`config.mk`:
```
export PLATFORM = sky130hd
export DESIGN_NAME = rcmp_ctrl
export DESIGN_NICKNAME = d
export VERILOG_FILES = /design/src/rtl/core/rcmp_pkg.sv /design/src/rtl/core/rcmp_ctrl.sv
export SDC_FILE = /design/constraint.sdc
export NUM_CORES = 1
export LEC_CHECK = 0
export BUFFER_PORTS_ARGS = -buffer_cell sky130_fd_sc_hd__clkbuf_2
export CORE_AREA = 3 3 40 42
export DETAILED_ROUTE_END_ITERATION = 10
export DIE_AREA = 0 0 43 45
export HOLD_SLACK_MARGIN = 0.03
export PLACE_DENSITY_LB_ADDON = 0.15
export SLEW_MARGIN = 20
export SYNTH_ARGS = -nofsm -noshare
export SYNTH_HDL_FRONTEND = slang
export SYNTH_SLANG_ARGS = --single-unit
export TNS_END_PERCENT = 20
```
`constraint.sdc`:
```
create_clock -name clk -period 1.15 [get_ports clk]
set_input_delay 0.1725 -clock clk [delete_from_list [all_inputs] [get_ports clk]]
set_output_delay 0.1725 -clock clk [all_outputs]
set_load 0.05 [all_outputs]
```
`src/rtl/core/rcmp_pkg.sv`:
```
package rcmp_pkg;

    localparam int MAX_LENGTH = 1024;

    localparam int LEN_W    = 11;
    localparam int ADDR_W   = $clog2(MAX_LENGTH);
    localparam int PRICE_W  = 16;
    localparam int MEMO_W   = 27;
    localparam int PROFIT_W = 26;
    localparam int PIECE_W  = 3;
    localparam int IDX_W    = 3;
    localparam int NUM_PIECES = 4;

    // register indexes
    localparam logic [IDX_W-1:0] REG_PRICE_LEN1 = 3'd0;
    localparam logic [IDX_W-1:0] REG_PRICE_LEN2 = 3'd1;
    localparam logic [IDX_W-1:0] REG_PRICE_LEN3 = 3'd2;
    localparam logic [IDX_W-1:0] REG_PRICE_LEN4 = 3'd3;

    // price reset values
    localparam logic [PRICE_W-1:0] PRICE_LEN1_RST = 16'd1;
    localparam logic [PRICE_W-1:0] PRICE_LEN2_RST = 16'd5;
    localparam logic [PRICE_W-1:0] PRICE_LEN3_RST = 16'd8;
    localparam logic [PRICE_W-1:0] PRICE_LEN4_RST = 16'd9;

    // piece codes
    localparam logic [PIECE_W-1:0] PIECE_NONE = 3'd0;
    localparam logic [PIECE_W-1:0] PIECE_LEN1 = 3'd1;
    localparam logic [PIECE_W-1:0] PIECE_LEN2 = 3'd2;
    localparam logic [PIECE_W-1:0] PIECE_LEN3 = 3'd3;
    localparam logic [PIECE_W-1:0] PIECE_LEN4 = 3'd4;

    typedef struct packed {
        logic take_len;     // latch the incoming rod length
        logic fill_step;    // compute and store one more table entry
        logic rd_en;        // read the table at the requested length
        logic load_table;   // output register <- table read data
        logic load_special; // output register <- zero-length / range-error result
    } ctrl_cmd_t;

    typedef struct packed {
        logic len_zero;
        logic len_over;
        logic need_fill;
    } dp_stat_t;

endpackage

```
`src/rtl/core/rcmp_ctrl.sv`:
```
module rcmp_ctrl (
    input  logic               clk,
    input  logic               rst_n,
    input  logic               in_valid,
    output logic               in_ready,
    output logic               out_valid,
    input  logic               out_ready,
    input  rcmp_pkg::dp_stat_t stat,
    output rcmp_pkg::ctrl_cmd_t cmd
);
    import rcmp_pkg::*;

    typedef enum logic [2:0] {
        S_IDLE,
        S_CHECK,
        S_FILL,
        S_LOAD,
        S_SPECIAL
    } state_t;

    state_t state_reg, state_next;
    logic   out_valid_reg, out_valid_next;
    logic   out_free;

    assign out_free  = !out_valid_reg || out_ready;
    assign in_ready  = (state_reg == S_IDLE);
    assign out_valid = out_valid_reg;

    always_comb
    begin
        state_next = state_reg;
        cmd        = '0;
        unique case (state_reg)
            S_IDLE:
            begin
                if (in_valid)
                begin
                    cmd.take_len = 1'b1;
                    state_next   = S_CHECK;
                end
            end
            S_CHECK:
            begin
                if (stat.len_zero || stat.len_over)
                    state_next = S_SPECIAL;
                else
                    state_next = S_FILL;
            end
            S_FILL:
            begin
                if (stat.need_fill)
                    cmd.fill_step = 1'b1;
                else
                begin
                    cmd.rd_en  = 1'b1;
                    state_next = S_LOAD;
                end
            end
            S_LOAD:
            begin
                if (out_free)
                begin
                    cmd.load_table = 1'b1;
                    state_next     = S_IDLE;
                end
            end
            S_SPECIAL:
            begin
                if (out_free)
                begin
                    cmd.load_special = 1'b1;
                    state_next       = S_IDLE;
                end
            end
            default:
                state_next = S_IDLE;
        endcase

        if (cmd.load_table || cmd.load_special)
            out_valid_next = 1'b1;
        else if (out_ready)
            out_valid_next = 1'b0;
        else
            out_valid_next = out_valid_reg;
    end

    always_ff @(posedge clk or negedge rst_n)
    begin
        if (!rst_n)
        begin
            state_reg     <= S_IDLE;
            out_valid_reg <= 1'b0;
        end
        else
        begin
            state_reg     <= state_next;
            out_valid_reg <= out_valid_next;
        end
    end

endmodule

```
After elaboration in Yosys (flattened, before gate mapping)
Index checks and enable logic that the tools add are counted.
{ "word_totals": {"in_bits": 7, "out_inout_bits": 7, "ff_bits": 4} }
{ "op_classes": {"reduce_logical": 8, "eq_ne": 7, "mux": 15} }
{ "op_table": {"columns": ["cell", "n"], "rows": [
  ["2-to-1 mux 3 bit", 4],
  ["case mux 3 bit (4 select lines)", 1],
  ["2-to-1 mux 1 bit", 9],
  ["equality test 3 x 2 -> 1 bit, second input constant", 2],
  ["inequality test 2 bit, second input constant", 2],
  ["equality test 3 x 1 -> 1 bit, second input constant", 1],
  ["equality test 3 bit, second input constant", 1],
  ["logical NOT 3 bit", 1],
  ["logical OR 1 bit", 3],
  ["AND reduction 3 bit", 1],
  ["2-to-1 mux 2 bit", 1],
  ["inequality test 2 x 1 -> 1 bit, second input constant", 1],
  ["nonzero test 2 bit", 1],
  ["OR reduction 2 bit", 1],
  ["logical NOT 1 bit", 1]
]} }

Depth between registers and ports, before layout
{ "depth": {"depth_word": 6, "ltp_mapped": 4, "depth_no_buf": 3} }

Worst setup path after synthesis
OpenSTA, ideal clock, no wires.
{ "synth_timing": {"path_kind": "reg2out", "start": "register state_reg[2]", "end": "output cmd[4] (netlist name)", "t_required_ns": 0.978, "t_arrival_ns": 2.189, "stages_incl_launch_ff": 4, "path_slack_ns": -1.212, "cell_sequence": "dfrtp_1 > buf_2 > nor3_1 > and2_1"} }
{ "synth_rtl": {"columns": ["element", "line", "source"], "rows": [
  ["from (decl)", "rcmp_ctrl.sv:21", "state_t state_reg, state_next;"],
  ["from (signal assigned)", "rcmp_ctrl.sv:96", "state_reg <= state_next;"],
  ["to (decl)", "rcmp_ctrl.sv:9", "output rcmp_pkg::ctrl_cmd_t cmd"]
]} }

==> metrics.md <==
| Metric | Value |
|---|---|
| Outcome | `finished, violations left` |
| Failing checks | `negative setup slack` |
| Worst Setup Start Kind | `flip-flop` |
| Total number of vias | `302` |
| Crit path max-delay family | `flip-flops` |
| Die ar. | `1940 µm²` |
| Crit path DAT | `around 1200 ps` |
| Clk pin slew, worst setup/hold paths | `roughly 40 ps` |
| Worst skew pair latency | `approximately 230 ps` |
| Tmin final | `1390 ps` |
| Synthesized area per cell | `7.79 µm²` |
| Clock Tree Buf Depth | `2` |
| Final Hold Viols | `0` |
| DR WL/cell | `about 11 µm` |
| Cells after Synth | `31` |
| Final Util | `41.9%` |
| Post-Synth Simple-Gate Area | `between 30% and 40%` |
| Final WS setup | `-237 ps` |
| Core Region | `1280 µm²` |
| Synth area leader | `dfrtp_1` |
| Residual DRC | `0` |
| RSZ-0062 raised after global routing | `yes` |
| Layout Cells excl Fill | `66` |
| Initial core utilization | `between 10% and 20%` |
| Crit-path max cell delay | `between 400 and 500 ps` |
| Initial antenna violation count | `0` |
| Max-cap viol count | `0` |
| Layout cells sized above 1 | `between 60% and 70%` |
| Number of distinct library cells after synthesis | `17` |
| Ys Warns | `0` |
| Max VDD drop | `~1000 µV` |
| Slew Limit Fails | `0` |
| Fin area | `538 µm²` |
| HPWL after DPL | `583 µm` |
| Top cells by area, synth | `dfrtp_1, nor2b_1, nor3_1` |
| DP Cell Count | `63` |
| Clock skew | `approximately 4.9 ps` |
| Dpl cell area | `~440 µm²` |
| Fill cells | `around 140` |
| Row cnt | `13` |
| IO buf count | `13` |
| Final wirelength | `approximately 730 µm` |
| Grt total ovfl | `0` |
| CTS tree | `built` |
| Crit end category | `output port` |
| DRT Pass-1 Iters | `4` |
| CP max-delay cell | `dfrtp_2` |
| Yosys top cell area share | `41.5%` |
| CTS sink cnt | `4` |
| Largest register FFs | `3` |
| Placer Congestion | `between 0.7 and 0.8` |
| Area fraction in compound gates after synthesis | `between 10% and 20%` |
| Fmax | `721 MHz` |
| Largest family of logic cells by synthesized area | `simple AND/OR/NAND/NOR gates` |
| XOR/XNOR Fraction of Synth Area | `0%` |
| Htree depth | `1` |
| Io pins | `14` |
| Worst slew pin tran | `around 280 ps` |
| Number of diodes | `0` |
| Req. time, crit path | `a little under 1000 ps` |
| Seq/Total Area, Yosys | `41.5%` |
| Final nets | `60` |
| Wire length of the first global-routing pass | `roughly 1.2 mm` |
| PD cells | `3150 nW/µm²` |
| Lkg Pwr | `0.229 nW` |
| DR iter-0 viols | `2` |
| CP bufs+invs | `1` |
| Setup Buffers After CTS | `0` |
| Crit path cell chain | `nor2_1 -> and3_1 -> clkbuf_8` |
| ANT nets after route | `0` |
| Syn_nets | `38` |
| Post-synthesis mux area share | `0%` |
| Post-Syn Area | `241 µm²` |
| Setup violators final | `6` |
| CTS Buf Count | `3` |
| Worst setup path class | `flip-flop to output port` |
| DIE WIDTH | `43 µm` |
| Vias per cell | `roughly 4.6` |
| Layout overhead on the synthesized area | `123%` |
| Rel. slew slack | `between 80% and 90%` |
| Largest net degree at the start of global routing | `8` |
| Commonest non-fill, non-tap cell in the layout | `clkbuf_2` |
| Yosys reg bits | `4` |
| Fin crit share | `121%` |
| Die extent in y | `around 45 µm` |
| All-Layer GR Usage | `between 8 and 9%` |
| Vias in the first global route | `283` |
| Clock root buffer | `clkbuf_4` |
| Hold/Removal Path Class | `input pin to flip-flop` |
| Commonest cells after routing, fill and taps aside | `clkbuf_2, clkbuf_4` |
| Post-Synth Adder-Cell Area | `0%` |
| Crit-path max FO | `3` |
| Sum Neg Setup Slack | `-1210 ps` |
cell families (layout without fill, tap and decap cells):
| family | count (synthesis) | after routing |
|---|---|---|
| and+or+nand+nor | 17 | 17 |
| buffers and inverters | 4 | 24 |
| DFF | 4 | 4 |
| AOI/OAI and AO/OA | 6 | 6 |
final timing paths:
check / from / endpoint / slack, ps / cells past startpoint
hold reg to reg: state_reg[1]$_DFFE_PN0P_ / state_reg[2]$_DFFE_PN0P_ / 610 / 2
setup / recovery: state_reg[2]$_DFFE_PN0P_ / cmd[3] / -240 / 3
min in group asynchronous: rst_n / state_reg[1]$_DFFE_PN0P_ / 280 / 2
setup reg to reg: state_reg[2]$_DFFE_PN0P_ / state_reg[2]$_DFFE_PN0P_ / 10 / 3
hold / removal: stat[2] / state_reg[1]$_DFFE_PN0P_ / 230 / 4
max in group asynchronous: rst_n / state_reg[0]$_DFFE_PN0P_ / 730 / 2
per-stage QoR:
| step | hold WS (ps) | total power [mW] | setup WS (ps) |
|---|---|---|---|
| 3_3_place_gp | -16.4 | 1.33 | -66.0 |
| 6_report | 231 | 1.69 | -237 |
| 5_1_grt | 247 | 1.79 | -300 |
| 4_1_cts | 213 | 1.67 | -245 |
| 2_1_floorplan | -123 | 1.00 | -365 |
| 3_5_place_dp | -16.1 | 1.34 | -98.8 |
metal layers:
layer  vias up  track usage, %  share of wire [%]
met1       141            11.0                 39
met3         2            2.79                5.9
met5         -               0                  0
li1        148               -                  -
met4         0            7.23                2.9
met2        11            12.6                 52
worst register-to-register path: stages, from the launching register on:
cell and delay (ps):
dfrtp_2 430, buf_12 150, or3_4 380, a21oi_2 110
synthesized netlist by cell type:
library cell,n
nand3b_1,1
or3_1,1
dfrtp_1,4
nor2b_1,3
o221ai_1,1
nand2_1,3
a21oi_1,2
nor3_1,3
nand3_1,1
and2_1,1
nor2_1,3
inv_2,1
inv_1,1
buf_2,2
o21ai_0,2
and3_1,1
o31ai_1,1
timing repair:
action	CTS	global route
endpoints found under the setup margin	8	8
hold endpoints to repair	4	0
hold buffers	1	0
cloned	0	0
resized for setup	15	4
pin swaps	3	3
power breakdown:
group | internal, mW | total (mW) | switching [mW]
Sequential | 0.215 | 0.313 | 0.0982
Clock | 0.116 | 0.169 | 0.0524
Combinational | 0.550 | 1.21 | 0.660
final cells by class:
type                            count  area [µm²]  share of cell area (%)
Tap cell                           15        18.8                    3.49
Inverter                            2        7.51                    1.40
Sequential cell                     4         104                    19.3
Clock buffer                        3        22.5                    4.19
Timing Repair Buffer               19         199                    37.0
Multi-Input combinational cell     23         186                    34.7
(Power assumes the default switching activity.)
